### config.mk
export PLATFORM = sky130hd
export DESIGN_NAME = modbus_rtu_rx_framer_unit_flat
export DESIGN_NICKNAME = d
export VERILOG_FILES = /design/src/rtl/mbrx_pkg.sv /design/src/rtl/mbrx_if.sv /design/src/rtl/modbus_rtu_rx_framer_unit.sv /design/src/rtl/mbrx_ram.sv /design/src/rtl/mbrx_ctrl.sv /design/src/flat_wrapper.sv
export SDC_FILE = /design/constraint.sdc
export NUM_CORES = 2
export LEC_CHECK = 0
export BUFFER_PORTS_ARGS = -buffer_cell sky130_fd_sc_hd__buf_2
export CAP_MARGIN = 10
export CORE_UTILIZATION = 60
export CTS_CLUSTER_SIZE = 30
export DETAILED_ROUTE_END_ITERATION = 10
export GPL_ROUTABILITY_DRIVEN = 0
export HOLD_SLACK_MARGIN = 0.02
export PLACE_DENSITY = 0.72
export RECOVER_POWER = 25
export SLEW_MARGIN = 20
export SYNTH_ARGS = -nofsm -noshare
export SYNTH_HDL_FRONTEND = slang
export SYNTH_HIERARCHICAL = 1
export SYNTH_SLANG_ARGS = --single-unit
### constraint.sdc
create_clock -name clk -period 14.7 [get_ports clk]
set_clock_uncertainty 0.15 [all_clocks]
set_input_delay 0 -clock clk [delete_from_list [all_inputs] [get_ports clk]]
set_output_delay 0 -clock clk [all_outputs]
set_load 0.05 [all_outputs]
### src/rtl/mbrx_pkg.sv
`default_nettype none
// ---------------------------------------------------------------------------
// mbrx_pkg: shared types and constants for the Modbus RTU receive framer
// Phase and code enums, frame limits, CRC-16 step and the control structs
// passed between the framer control and the top level.
// ---------------------------------------------------------------------------
package mbrx_pkg;

  // Frame limits and storage geometry
  localparam int FRAME_MAX   = 256;
  localparam int FRAME_MIN   = 4;
  localparam int STORE_DEPTH = 256;
  localparam int STORE_AW    = $clog2(STORE_DEPTH);
  localparam int COUNT_W     = 9;

  // Register reset, CRC and silence limit constants
  localparam logic [15:0] T35_RESET = 16'd1800;
  localparam logic [15:0] CRC_INIT  = 16'hFFFF;
  localparam logic [15:0] CRC_POLY  = 16'hA001;
  localparam logic [15:0] SIL_MAX   = 16'hFFFF;

  typedef enum logic [1:0] {
    PH_INIT = 2'd0,
    PH_IDLE = 2'd1,
    PH_RCV  = 2'd2,
    PH_ERR  = 2'd3
  } phase_t;

  typedef enum logic [1:0] {
    ACT_BYTE = 2'd0,
    ACT_TICK = 2'd1,
    ACT_READ = 2'd2
  } act_t;

  typedef enum logic [1:0] {
    EV_BUS_UP = 2'd0,
    EV_FRAME  = 2'd1,
    EV_READ   = 2'd2
  } ev_t;

  // Frame store access issued for one accepted word
  typedef struct packed {
    logic                we;
    logic [STORE_AW-1:0] waddr;
    logic [7:0]          wdata;
    logic                re;
    logic [STORE_AW-1:0] raddr;
  } ram_req_t;

  // Result held while the store read completes
  typedef struct packed {
    logic       valid;
    ev_t        kind;
    logic [7:0] addr;
    logic [7:0] len;
    logic       ok;
  } res_t;

  // One Modbus CRC-16 byte update, reflected polynomial
  function automatic logic [15:0] crc_update(input logic [15:0] crc_in,
                                             input logic [7:0]  data);
    logic [15:0] c;
    c = crc_in ^ {8'd0, data};
    for (int b = 0; b < 8; b++) begin
      if (c[0]) begin
        c = (c >> 1) ^ CRC_POLY;
      end else begin
        c = c >> 1;
      end
    end
    return c;
  endfunction

endpackage
`default_nettype wire

### src/rtl/mbrx_if.sv
`default_nettype none
// ---------------------------------------------------------------------------
// mbrx interfaces: valid/ready channels of the receive framer
// Input word channel, result word channel and configuration write channel.
// ---------------------------------------------------------------------------
interface mbrx_in_if;
  logic       valid;
  logic       ready;
  logic [1:0] action;
  logic [7:0] rx_byte;
  logic [7:0] read_index;
  modport source (output valid, action, rx_byte, read_index, input ready);
  modport sink   (input valid, action, rx_byte, read_index, output ready);
endinterface

interface mbrx_out_if;
  logic       valid;
  logic       ready;
  logic [1:0] event_kind;
  logic [7:0] slave_address;
  logic [7:0] pdu_length;
  logic       frame_ok;
  logic [7:0] read_data;
  modport source (output valid, event_kind, slave_address, pdu_length, frame_ok,
                  read_data, input ready);
  modport sink   (input valid, event_kind, slave_address, pdu_length, frame_ok,
                  read_data, output ready);
endinterface

interface mbrx_cfg_if;
  logic        valid;
  logic        ready;
  logic [15:0] data;
  modport source (output valid, data, input ready);
  modport sink   (input valid, data, output ready);
endinterface
`default_nettype wire

### src/rtl/modbus_rtu_rx_framer_unit.sv
`default_nettype none
// ---------------------------------------------------------------------------
// modbus_rtu_rx_framer_unit: Modbus RTU receive framer
// Frames received bytes by bus silence, stores them in a frame RAM, tracks
// the CRC and reports bus ready, frame received and buffer read words.
// ---------------------------------------------------------------------------
// A result word goes through the result stage and then the output register.
// Throughput: one input word per cycle unless the result stage stalls; the
//   frame RAM read latency is covered by these stages, so one result may wait unread.
// Reset: synchronous; phase init, timer running, t35_ticks 1800. The frame
//   RAM is not cleared and holds undefined data until written.
module modbus_rtu_rx_framer_unit
  import mbrx_pkg::*;
(
  input wire logic  clk,
  input wire logic  rst,
  mbrx_cfg_if.sink  cfg,
  mbrx_in_if.sink   rx,
  mbrx_out_if.source ev
);

  ram_req_t   ram_req;
  res_t       res;
  res_t       stage;
  logic [7:0] ram_q;
  logic       accept;
  logic       stage_adv;
  logic       out_valid;
  ev_t        out_kind;
  logic [7:0] out_addr;
  logic [7:0] out_len;
  logic       out_ok;
  logic [7:0] out_data;

  assign cfg.ready = 1'b1;

  // Accept while the result stage is empty or draining
  assign stage_adv = stage.valid && (!out_valid || ev.ready);
  assign rx.ready  = !stage.valid || stage_adv;
  assign accept    = rx.valid && rx.ready;

  mbrx_ctrl u_ctrl (
    .clk        (clk),
    .rst        (rst),
    .cfg_we     (cfg.valid),
    .cfg_data   (cfg.data),
    .accept     (accept),
    .action     (rx.action),
    .rx_byte    (rx.rx_byte),
    .read_index (rx.read_index),
    .ram_req    (ram_req),
    .res        (res)
  );

  mbrx_ram #(
    .DEPTH (STORE_DEPTH),
    .WIDTH (8)
  ) u_ram (
    .clk   (clk),
    .we    (ram_req.we),
    .waddr (ram_req.waddr),
    .wdata (ram_req.wdata),
    .re    (ram_req.re),
    .raddr (ram_req.raddr),
    .rdata (ram_q)
  );

  // Result stage: holds the result while the registered RAM read completes
  always_ff @(posedge clk) begin
    if (rst) begin
      stage.valid <= 1'b0;
    end else if (accept) begin
      stage.valid <= res.valid;
    end else if (stage_adv) begin
      stage.valid <= 1'b0;
    end
    if (accept) begin
      stage.kind <= res.kind;
      stage.addr <= res.addr;
      stage.len  <= res.len;
      stage.ok   <= res.ok;
    end
  end

  // Output register: hold until the word is taken
  always_ff @(posedge clk) begin
    if (rst) begin
      out_valid <= 1'b0;
    end else if (stage_adv) begin
      out_valid <= 1'b1;
    end else if (ev.ready) begin
      out_valid <= 1'b0;
    end
  end

  always_ff @(posedge clk) begin
    if (stage_adv) begin
      out_kind <= stage.kind;
      out_addr <= stage.addr;
      out_len  <= stage.len;
      out_ok   <= stage.ok;
      out_data <= (stage.kind == EV_READ) ? ram_q : 8'd0;
    end
  end

  assign ev.valid         = out_valid;
  assign ev.event_kind    = out_kind;
  assign ev.slave_address = out_addr;
  assign ev.pdu_length    = out_len;
  assign ev.frame_ok      = out_ok;
  assign ev.read_data     = out_data;

  // A read word reaches the result stage on the next cycle
  a_read_staged: assert property (@(posedge clk) disable iff (rst)
    (accept && rx.action == ACT_READ) |=> (stage.valid && stage.kind == EV_READ))
    else $error("read word lost before result stage");

  // A stalled result stage blocks new input words
  a_stall_block: assert property (@(posedge clk) disable iff (rst)
    (stage.valid && !stage_adv) |-> !rx.ready)
    else $error("input taken while result stage is stalled");

  // The RAM never sees a write and a read in the same cycle
  a_ram_excl: assert property (@(posedge clk) disable iff (rst)
    !(ram_req.we && ram_req.re))
    else $error("frame RAM write and read together");

  // Only read words carry read data
  a_read_data_zero: assert property (@(posedge clk) disable iff (rst)
    (out_valid && out_kind != EV_READ) |-> (out_data == 8'd0))
    else $error("read data on a non-read word");

endmodule
`default_nettype wire

### src/rtl/mbrx_ram.sv
`default_nettype none
// ---------------------------------------------------------------------------
// mbrx_ram: simple dual-port synchronous RAM
// One write port, one read port with enable, registered read data.
// ---------------------------------------------------------------------------
module mbrx_ram #(
  parameter int DEPTH = 256,
  parameter int WIDTH = 8
) (
  input  wire logic                     clk,
  input  wire logic                     we,
  input  wire logic [$clog2(DEPTH)-1:0] waddr,
  input  wire logic [WIDTH-1:0]         wdata,
  input  wire logic                     re,
  input  wire logic [$clog2(DEPTH)-1:0] raddr,
  output      logic [WIDTH-1:0]         rdata
);

  logic [WIDTH-1:0] mem [DEPTH];

  // Write port
  always_ff @(posedge clk) begin
    if (we) begin
      mem[waddr] <= wdata;
    end
  end

  // Registered read, hold when not enabled
  always_ff @(posedge clk) begin
    if (re) begin
      rdata <= mem[raddr];
    end
  end

endmodule
`default_nettype wire

### src/rtl/mbrx_ctrl.sv
`default_nettype none
// ---------------------------------------------------------------------------
// mbrx_ctrl: receive phase, CRC, byte count and silence timer
// Updates framing state for each accepted word, issues frame store writes
// and reads, and builds the result that goes with the word.
// ---------------------------------------------------------------------------
module mbrx_ctrl
  import mbrx_pkg::*;
(
  input  wire logic       clk,
  input  wire logic       rst,
  input  wire logic       cfg_we,
  input  wire logic [15:0] cfg_data,
  input  wire logic       accept,
  input  wire logic [1:0] action,
  input  wire logic [7:0] rx_byte,
  input  wire logic [7:0] read_index,
  output      ram_req_t   ram_req,
  output      res_t       res
);

  phase_t             phase, phase_next;
  logic [COUNT_W-1:0] byte_count, byte_count_next;
  logic [15:0]        running_crc, running_crc_next;
  logic [15:0]        silence, silence_next;
  logic               timer_running, timer_running_next;
  logic [7:0]         slave_addr, slave_addr_next;
  logic [15:0]        t35_ticks;
  logic [15:0]        sil_inc;
  logic [15:0]        crc_step;

  // Configuration register
  always_ff @(posedge clk) begin
    if (rst) begin
      t35_ticks <= T35_RESET;
    end else if (cfg_we) begin
      t35_ticks <= cfg_data;
    end
  end

  // State registers
  always_ff @(posedge clk) begin
    if (rst) begin
      phase         <= PH_INIT;
      byte_count    <= '0;
      running_crc   <= CRC_INIT;
      silence       <= '0;
      timer_running <= 1'b1;
    end else begin
      phase         <= phase_next;
      byte_count    <= byte_count_next;
      running_crc   <= running_crc_next;
      silence       <= silence_next;
      timer_running <= timer_running_next;
    end
  end

  // Address byte mirror of store entry zero
  always_ff @(posedge clk) begin
    slave_addr <= slave_addr_next;
  end

  assign sil_inc  = (silence == SIL_MAX) ? SIL_MAX : silence + 16'd1;
  assign crc_step = crc_update((phase == PH_IDLE) ? CRC_INIT : running_crc, rx_byte);

  // Next state, store access and result
  always_comb begin
    phase_next         = phase;
    byte_count_next    = byte_count;
    running_crc_next   = running_crc;
    silence_next       = silence;
    timer_running_next = timer_running;
    slave_addr_next    = slave_addr;
    ram_req            = '0;
    res                = '0;
    res.kind           = EV_BUS_UP;

    if (accept) begin
      unique case (action)
        ACT_BYTE: begin
          unique case (phase)
            PH_IDLE: begin
              ram_req.we       = 1'b1;
              ram_req.waddr    = '0;
              ram_req.wdata    = rx_byte;
              slave_addr_next  = rx_byte;
              byte_count_next  = COUNT_W'(1);
              running_crc_next = crc_step;
              phase_next       = PH_RCV;
            end
            PH_RCV: begin
              if (byte_count < COUNT_W'(FRAME_MAX)) begin
                ram_req.we       = 1'b1;
                ram_req.waddr    = byte_count[STORE_AW-1:0];
                ram_req.wdata    = rx_byte;
                running_crc_next = crc_step;
                byte_count_next  = byte_count + COUNT_W'(1);
              end else begin
                phase_next = PH_ERR;
              end
            end
            default: begin
            end
          endcase
          silence_next       = '0;
          timer_running_next = 1'b1;
        end
        ACT_TICK: begin
          if (timer_running) begin
            if (sil_inc < t35_ticks) begin
              silence_next = sil_inc;
            end else begin
              // Silence expired: stop timer, report what the phase calls for
              timer_running_next = 1'b0;
              silence_next       = '0;
              phase_next         = PH_IDLE;
              if (phase == PH_INIT) begin
                res.valid = 1'b1;
                res.kind  = EV_BUS_UP;
              end else if (phase == PH_RCV) begin
                res.valid = 1'b1;
                res.kind  = EV_FRAME;
                res.addr  = slave_addr;
                if (byte_count >= COUNT_W'(FRAME_MIN)) begin
                  res.len = 8'(byte_count - COUNT_W'(3));
                  res.ok  = (running_crc == 16'd0);
                end
              end
            end
          end
        end
        ACT_READ: begin
          ram_req.re    = 1'b1;
          ram_req.raddr = read_index[STORE_AW-1:0];
          res.valid     = 1'b1;
          res.kind      = EV_READ;
        end
        default: begin
        end
      endcase
    end
  end

  // A frame report only ever follows from the receiving phase
  a_frame_from_rcv: assert property (@(posedge clk) disable iff (rst)
    (res.valid && res.kind == EV_FRAME) |-> (phase == PH_RCV))
    else $error("frame report outside receiving phase");

  // Stored bytes never exceed the frame limit
  a_count_limit: assert property (@(posedge clk) disable iff (rst)
    byte_count <= COUNT_W'(FRAME_MAX))
    else $error("byte count beyond frame limit");

  // Idle phase keeps the timer stopped
  a_idle_timer: assert property (@(posedge clk) disable iff (rst)
    (phase == PH_IDLE) |-> !timer_running)
    else $error("timer running in idle");

endmodule
`default_nettype wire
### src/flat_wrapper.sv
// flat-port wrapper written by rule: the top's interface ports become plain ports
module modbus_rtu_rx_framer_unit_flat import mbrx_pkg::*;
  (clk, rst, cfg_valid, cfg_data, cfg_ready, rx_valid, rx_action, rx_rx_byte, rx_read_index, rx_ready, ev_valid, ev_event_kind, ev_slave_address, ev_pdu_length, ev_frame_ok, ev_read_data, ev_ready);
  mbrx_cfg_if cfg_i ();
  mbrx_in_if rx_i ();
  mbrx_out_if ev_i ();
  input wire logic clk;
  input wire logic rst;
  input wire logic [$bits(cfg_i.valid)-1:0] cfg_valid;
  input wire logic [$bits(cfg_i.data)-1:0] cfg_data;
  output wire logic [$bits(cfg_i.ready)-1:0] cfg_ready;
  input wire logic [$bits(rx_i.valid)-1:0] rx_valid;
  input wire logic [$bits(rx_i.action)-1:0] rx_action;
  input wire logic [$bits(rx_i.rx_byte)-1:0] rx_rx_byte;
  input wire logic [$bits(rx_i.read_index)-1:0] rx_read_index;
  output wire logic [$bits(rx_i.ready)-1:0] rx_ready;
  output wire logic [$bits(ev_i.valid)-1:0] ev_valid;
  output wire logic [$bits(ev_i.event_kind)-1:0] ev_event_kind;
  output wire logic [$bits(ev_i.slave_address)-1:0] ev_slave_address;
  output wire logic [$bits(ev_i.pdu_length)-1:0] ev_pdu_length;
  output wire logic [$bits(ev_i.frame_ok)-1:0] ev_frame_ok;
  output wire logic [$bits(ev_i.read_data)-1:0] ev_read_data;
  input wire logic [$bits(ev_i.ready)-1:0] ev_ready;
  assign cfg_i.valid = cfg_valid;
  assign cfg_i.data = cfg_data;
  assign cfg_ready = cfg_i.ready;
  assign rx_i.valid = rx_valid;
  assign rx_i.action = rx_action;
  assign rx_i.rx_byte = rx_rx_byte;
  assign rx_i.read_index = rx_read_index;
  assign rx_ready = rx_i.ready;
  assign ev_valid = ev_i.valid;
  assign ev_event_kind = ev_i.event_kind;
  assign ev_slave_address = ev_i.slave_address;
  assign ev_pdu_length = ev_i.pdu_length;
  assign ev_frame_ok = ev_i.frame_ok;
  assign ev_read_data = ev_i.read_data;
  assign ev_i.ready = ev_ready;
  modbus_rtu_rx_framer_unit u_core (.clk(clk), .rst(rst), .cfg(cfg_i), .rx(rx_i), .ev(ev_i));
endmodule
# Word-level counts from Yosys, hierarchy flattened
# Memory sizes are Yosys's and may differ from the RTL's. A register that Yosys moved wholly into a read port is not among the register bits.
# Cells that the tools add are included.
dict set report op_classes {
  n_lt_le_gt_ge 3
  n_reduce_logical 20
  add_sub_neg 3
  bitwise 13
  mux 43
  n_eq_ne 11
}
# op n
set ops {}
lappend ops {{16-bit 2-to-1 mux} 13}
lappend ops {{16-bit one-hot mux with 2 select lines} 2}
lappend ops {{20-bit 2-to-1 mux} 3}
lappend ops {{17-bit 2-to-1 mux} 3}
lappend ops {{17-bit one-hot mux with 2 select lines} 1}
lappend ops {{9-bit 2-to-1 mux} 3}
lappend ops {{26-bit 2-to-1 mux} 1}
lappend ops {{2-bit inverter with 3-bit output} 8}
lappend ops {{9-bit one-hot mux with 2 select lines} 1}
lappend ops {{16-bit by 1-bit adder with 16-bit output, second input constant} 1}
lappend ops {{16-bit equality test, second input constant} 1}
lappend ops {{16-bit logical NOT} 1}
lappend ops {{16-bit less-than comparator} 1}
lappend ops {{16-bit by 8-bit bitwise XOR with 16-bit output} 1}
lappend ops {{9-bit by 1-bit adder with 9-bit output, second input constant} 1}
lappend ops {{9-bit by 3-bit >= comparator with 1-bit output, second input constant} 1}
lappend ops {{9-bit less-than comparator, second input constant} 1}
lappend ops {{1-bit 2-to-1 mux} 8}
lappend ops {{2-bit one-hot mux with 2 select lines} 2}
lappend ops {{2-bit nonzero test} 4}
lappend ops {{8-bit by 2-bit subtractor with 8-bit output, second input constant} 1}
lappend ops {{2-bit equality test, second input constant} 3}
lappend ops {{2-bit 2-to-1 mux} 3}
lappend ops {{2-bit != test, second input constant} 3}
lappend ops {{16 further kinds} 26}
dict set report word_totals {
  ff_bits 116
  inputBits 39
  mem_bits_rw 2048
  output_inout_bits 30
  elab_cells 112
  mem_count 1
}
# memory depth word_bits rd rd_clocked_by_memory_dff write_ports line_no
set mem_list {}
lappend mem_list {u_core.u_ram.mem 256 8 1 1 1 mbrx_ram.sv:19} ;# logic [WIDTH-1:0] mem [DEPTH];

# Depth between registers and ports, before layout
dict set report depth {
  ltp_word 21
  ltp_mapped 16
  mapped_depth_nobuf 14
}

# By module
# Netlist, hierarchy kept.
# mod n_inst seq_area_each_um2 area_per_inst_um2 cells_each
set by_module_without_submodules {}
lappend by_module_without_submodules {mbrx_ram 1 61739.2 79636.4 3733}
lappend by_module_without_submodules {mbrx_ctrl 1 1441.4 4100.2 488}
lappend by_module_without_submodules {modbus_rtu_rx_framer_unit 1 1421.4 1555.2 67}

# Least setup slack after synthesis
# OpenSTA, ideal clock, no wires.
dict set report synth_timing {
  path_type {reg2reg}
  start {register u_core.out_valid, in the netlist u_core/ev.valid}
  end {memory u_core.u_ram.mem[0][0], data pin}
  path_stages_with_launch 7
  t_arrival_ns 5.087
  setup_time_ns 0.867
  path_slack_ns 8.596
  synth_period_minus_slack_ns 6.104
  path_cell_list {dfxtp_1 > nand3b_4 > and2_4 > clkbuf_1 > nand3_1 > a21oi_1 > and2_1}
}
# item line_no
set synth_lines {}
lappend synth_lines {{start: declaration} modbus_rtu_rx_framer_unit.sv:28} ;# logic out_valid;
lappend synth_lines {{start signal: assignment} modbus_rtu_rx_framer_unit.sv:88} ;# out_valid <= 1'b0;
lappend synth_lines {{start signal: assignment} modbus_rtu_rx_framer_unit.sv:90} ;# out_valid <= 1'b1;
lappend synth_lines {{start signal: assignment} modbus_rtu_rx_framer_unit.sv:92} ;# out_valid <= 1'b0;
lappend synth_lines {{end: declaration} mbrx_ram.sv:19}

==> summary.md <==
| Metric | Value |
|---|---|
| Synth-to-Final Area Change | `10.99%` |
| Ys flop type | `edfxtp_1` |
| Critical Path Max Stage Delay | `3070 ps` |
| CP arrival | `9750 ps` |
| GRT Residual Overflow | `0` |
| Syn Area/Cell | `19.89 sq um` |
| Ys async rst share | `0%` |
| Clk_lat worst skew | `830 ps` |
| Crit path time final | `9693 ps` |
| Syn. warnings | `6` |
| Hpwl dp | `122700 um` |
| Final ANT Viol Nets | `0` |
| Starting density of the core | `60.83%` |
| Layout cells sized above 1 | `19.01%` |
| Synthesized Nets | `4351` |
| Rows | `137` |
| CTS H-tree lvls | `4` |
| Tcrit/Tclk final | `65.94%` |
| Worst reg-to-reg setup slack | `5010 ps` |
| Drt drc | `0` |
| Worst path cell trace | `nand3b_2 -> and2_0 -> nand3_1 -> a21oi_1 -> clkbuf_1 -> and2_0 -> clkbuf_1` |
| Fin nets | `4542` |
| Seq/Total Area, Yosys | `75.74%` |
| Actual slew at the worst max-slew pin | `5224 ps` |
| Synth Register Bits | `2172` |
| Required time worst endpoint | `14750 ps` |
| Die Span Y | `379.0 um` |
| Netlist cell types | `75` |
| DR pass1 iterations | `5` |
| Finished Layout Cells | `6529` |
| Dpl cells | `6051` |
| Fillers | `8960` |
| Total track usage | `29.61%` |
| Worst Setup End Kind | `flop` |
| Cell Pwr Density | `128.7 nW/um^2` |
| Fin. Hold Viols | `0` |
| Number of synthesized flops with an enable pin | `2110` |
| Initial drt markers | `5777` |
| Pin count of the biggest net entering global routing | `175` |
| DR vias/cell | `6.743` |
| CTS root buf | `clkbuf_16` |
| Sequential cell area | `64600 sq um` |
| Worst hold path type | `in -> reg` |
| Max-Cap Viols | `12` |
| RSZ-0062 raised after global routing | `no` |
| Vias in the first global route | `43320` |
| Final setup fails | `0` |
| Initial antenna violation count | `9` |
| Max Root-Sink Buffers | `3` |
| Failing checks | `capacitance limit, slew limit` |
| Die X | `379.0 um` |
| CP Launch Type | `flop` |
| WL final | `208600 um` |
| CTS tree | `done` |
| Max_slew headroom | `-248.3%` |
| Global-route wire length before repair | `302000 um` |
| Clock sinks | `2172` |
| Core area | `140200 sq um` |
| Input/output buffers | `67` |
| Critical path peak fanout | `78` |
| WS Path Type | `reg -> reg` |
| Post-Syn Instances | `4288` |
| Total negative setup slack | `0 ps` |
| Achievable Freq | `103.2 MHz` |
| Peak supply drop | `0.1184 mV` |
| Reg clk slew, reported paths | `60 ps` |
| DIE AREA | `143700 sq um` |
| Wirelength per Cell | `31.95 um` |
| TritonCTS buffer count | `207` |
| I/O pin total | `69` |
| Final Slew Violations | `820` |
| Status | `finished, violations left` |
| Area of the multi-input gates | `19090 sq um` |
| P_leak | `24.41 nW` |
| Crit path max-delay cell type | `and2_0` |
| DR vias | `44030` |
| Post-Syn Area | `85290 sq um` |
[worst max-delay path, delay by kind of cell, from the launching register on]
family | cells | cell delay (ps)
simple gates | 4 | 5100
compound gates | 1 | 220
flops | 1 | 340
buf+inv | 2 | 3100
[cells by family (layout without fill, tap and decap cells)]
kind of cell	Yosys count	after routing	synth area share [%]
flops	2172	2172	75.74
simple gates	681	681	3.773
mux	604	604	13.79
compound gates	466	466	3.829
buf+inv	292	655	1.985
xor+xnor	48	48	0.5266
fa+ha+maj	24	24	0.3521
other cells	1	3	0.004397
[metal layers]
| metal | global-route usage (%) | vias up | wire, um |
|---|---|---|---|
| met5 | 0 | - | 22 |
| met4 | 9.989 | 4 | 6922 |
| met3 | 6.665 | 392 | 22990 |
| met2 | 45.43 | 2602 | 98840 |
| met1 | 42.59 | 23000 | 79800 |
| li1 | - | 18030 | - |
[flip-flops by register name (all words and copies together), names as in the netlist]
register,count
u_core/ev.event_kind,2
u_core/ev.frame_ok,1
u_core/ev.pdu_length,8
u_core/ev.read_data,8
u_core/ev.slave_address,8
u_core/ev.valid,1
u_core/stage,20
u_core/u_ctrl/byte_count,9
u_core/u_ctrl/phase,2
u_core/u_ctrl/running_crc,16
u_core/u_ctrl/silence,16
u_core/u_ctrl/slave_addr,8
u_core/u_ctrl/t35_ticks,16
u_core/u_ctrl/timer_running,1
u_core/u_ram/mem,2048
u_core/u_ram/rdata,8
[Yosys cell counts, types with 6 or more instances]
| master | number | area share [%] |
|---|---|---|
| clkbuf_1 | 134 | 0.59 |
| a221oi_1 | 15 | 0.15 |
| or2_2 | 6 | 0.044 |
| and3_1 | 13 | 0.095 |
| o22ai_1 | 28 | 0.21 |
| xnor2_1 | 31 | 0.32 |
| a31oi_1 | 7 | 0.051 |
| nand4_1 | 22 | 0.16 |
| a22o_1 | 22 | 0.23 |
| buf_12 | 8 | 0.19 |
| nor3_1 | 40 | 0.23 |
| nand3_1 | 44 | 0.26 |
| a211oi_1 | 17 | 0.15 |
| buf_8 | 13 | 0.23 |
| edfxtp_1 | 2110 | 74 |
| nand2_1 | 79 | 0.35 |
| mux2i_1 | 147 | 1.7 |
| o21ai_0 | 29 | 0.17 |
| a22oi_1 | 133 | 1.2 |
| inv_1 | 29 | 0.13 |
| nor4_1 | 31 | 0.23 |
| nand2b_1 | 11 | 0.081 |
| ha_1 | 24 | 0.35 |
| and2_1 | 46 | 0.34 |
| buf_4 | 29 | 0.26 |
| dfxtp_1 | 62 | 1.5 |
| a21oi_1 | 112 | 0.66 |
| xor2_1 | 15 | 0.15 |
| o211ai_1 | 23 | 0.20 |
| nor2b_1 | 33 | 0.24 |
| nor2_1 | 330 | 1.5 |
| mux4_2 | 454 | 12 |
| buf_1 | 24 | 0.11 |
| buf_2 | 31 | 0.18 |
| o221ai_1 | 46 | 0.47 |
| buf_6 | 23 | 0.30 |
[what timing repair did]
action | 4_1_cts | 5_1_grt
hold buffers | 95 | 0
resized for setup | 0 | 0
endpoints found under the setup margin | 0 | 0
hold endpoints to repair | 774 | 0
setup buffers | 0 | 0
[area by class of cell]
class	instances	share of cell area, %
sequential	2172	68.24
inverter	30	0.1190
timing repair buffer	244	1.988
tap	1876	2.479
multi-input combinational	1824	20.17
clock buffer	251	5.669
clock inverter	130	1.332
antenna	2	0.005287
[power breakdown]
part           switching, mW  internal [mW]  leakage, nW  total [mW]
Sequential           0.00525           6.71         15.9        6.72
Combinational          0.164         0.0987         5.35       0.263
Clock                   2.28           2.92         3.20        5.21
[final timing paths]
kind	startpoint	to	cells past startpoint
min	rx_rx_byte[5]	u_core/u_ctrl/running_crc[12]$_SDFFE_PP1P_	5
min reg2reg	u_core/stage[14]$_DFFE_PP_	u_core/ev.slave_address[5]$_DFFE_PP_	0
max reg2reg	u_core/stage[19]$_SDFFE_PP0P_	u_core/u_ram/mem[37][7]$_DFFE_PP_	7
max	u_core/stage[19]$_SDFFE_PP0P_	u_core/u_ram/mem[37][7]$_DFFE_PP_	7
[cell usage in the layout, fill, tap and decap left out, drive strengths merged, types with 11 or more instances in the layout]
| cell | instances |
|---|---|
| buf | 99 |
| nand2b | 11 |
| nand4 | 22 |
| xor2 | 15 |
| nor2 | 330 |
| nor2b | 34 |
| bufinv | 18 |
| dfxtp | 62 |
| a211oi | 17 |
| nor4 | 35 |
| clkinvlp | 13 |
| a21oi | 112 |
| o22ai | 28 |
| o211ai | 23 |
| clkbuf | 301 |
| xnor2 | 31 |
| nor3 | 40 |
| ha | 24 |
| a22oi | 133 |
| nand3 | 45 |
| and3 | 13 |
| mux2i | 147 |
| mux4 | 456 |
| o221ai | 47 |
| dlygate4sd3 | 95 |
| a22o | 22 |
| o21ai | 33 |
| a221oi | 16 |
| inv | 38 |
| edfxtp | 2110 |
| clkinv | 91 |
| and2 | 47 |
| nand2 | 79 |
[metrics by stage]
stage / utilization [%] / setup WS (ps) / instance area [sq um] / hold slack, ps / power, mW
after global placement: 62.15 / 8258 / 87150 / 73.39 / 7.081
after floorplan: - / 8596 / 85290 / -80.93 / 7.009
after detailed placement: 62.19 / 8208 / 87200 / 74.62 / 7.084
after global routing: 67.51 / 3978 / 94660 / 159.7 / 12.48
final: 67.52 / 5007 / 94670 / 159.0 / 12.18
after CTS: 67.59 / 8189 / 94770 / 26.42 / 12.23
No activity file was read; power rests on OpenSTA's default activity.
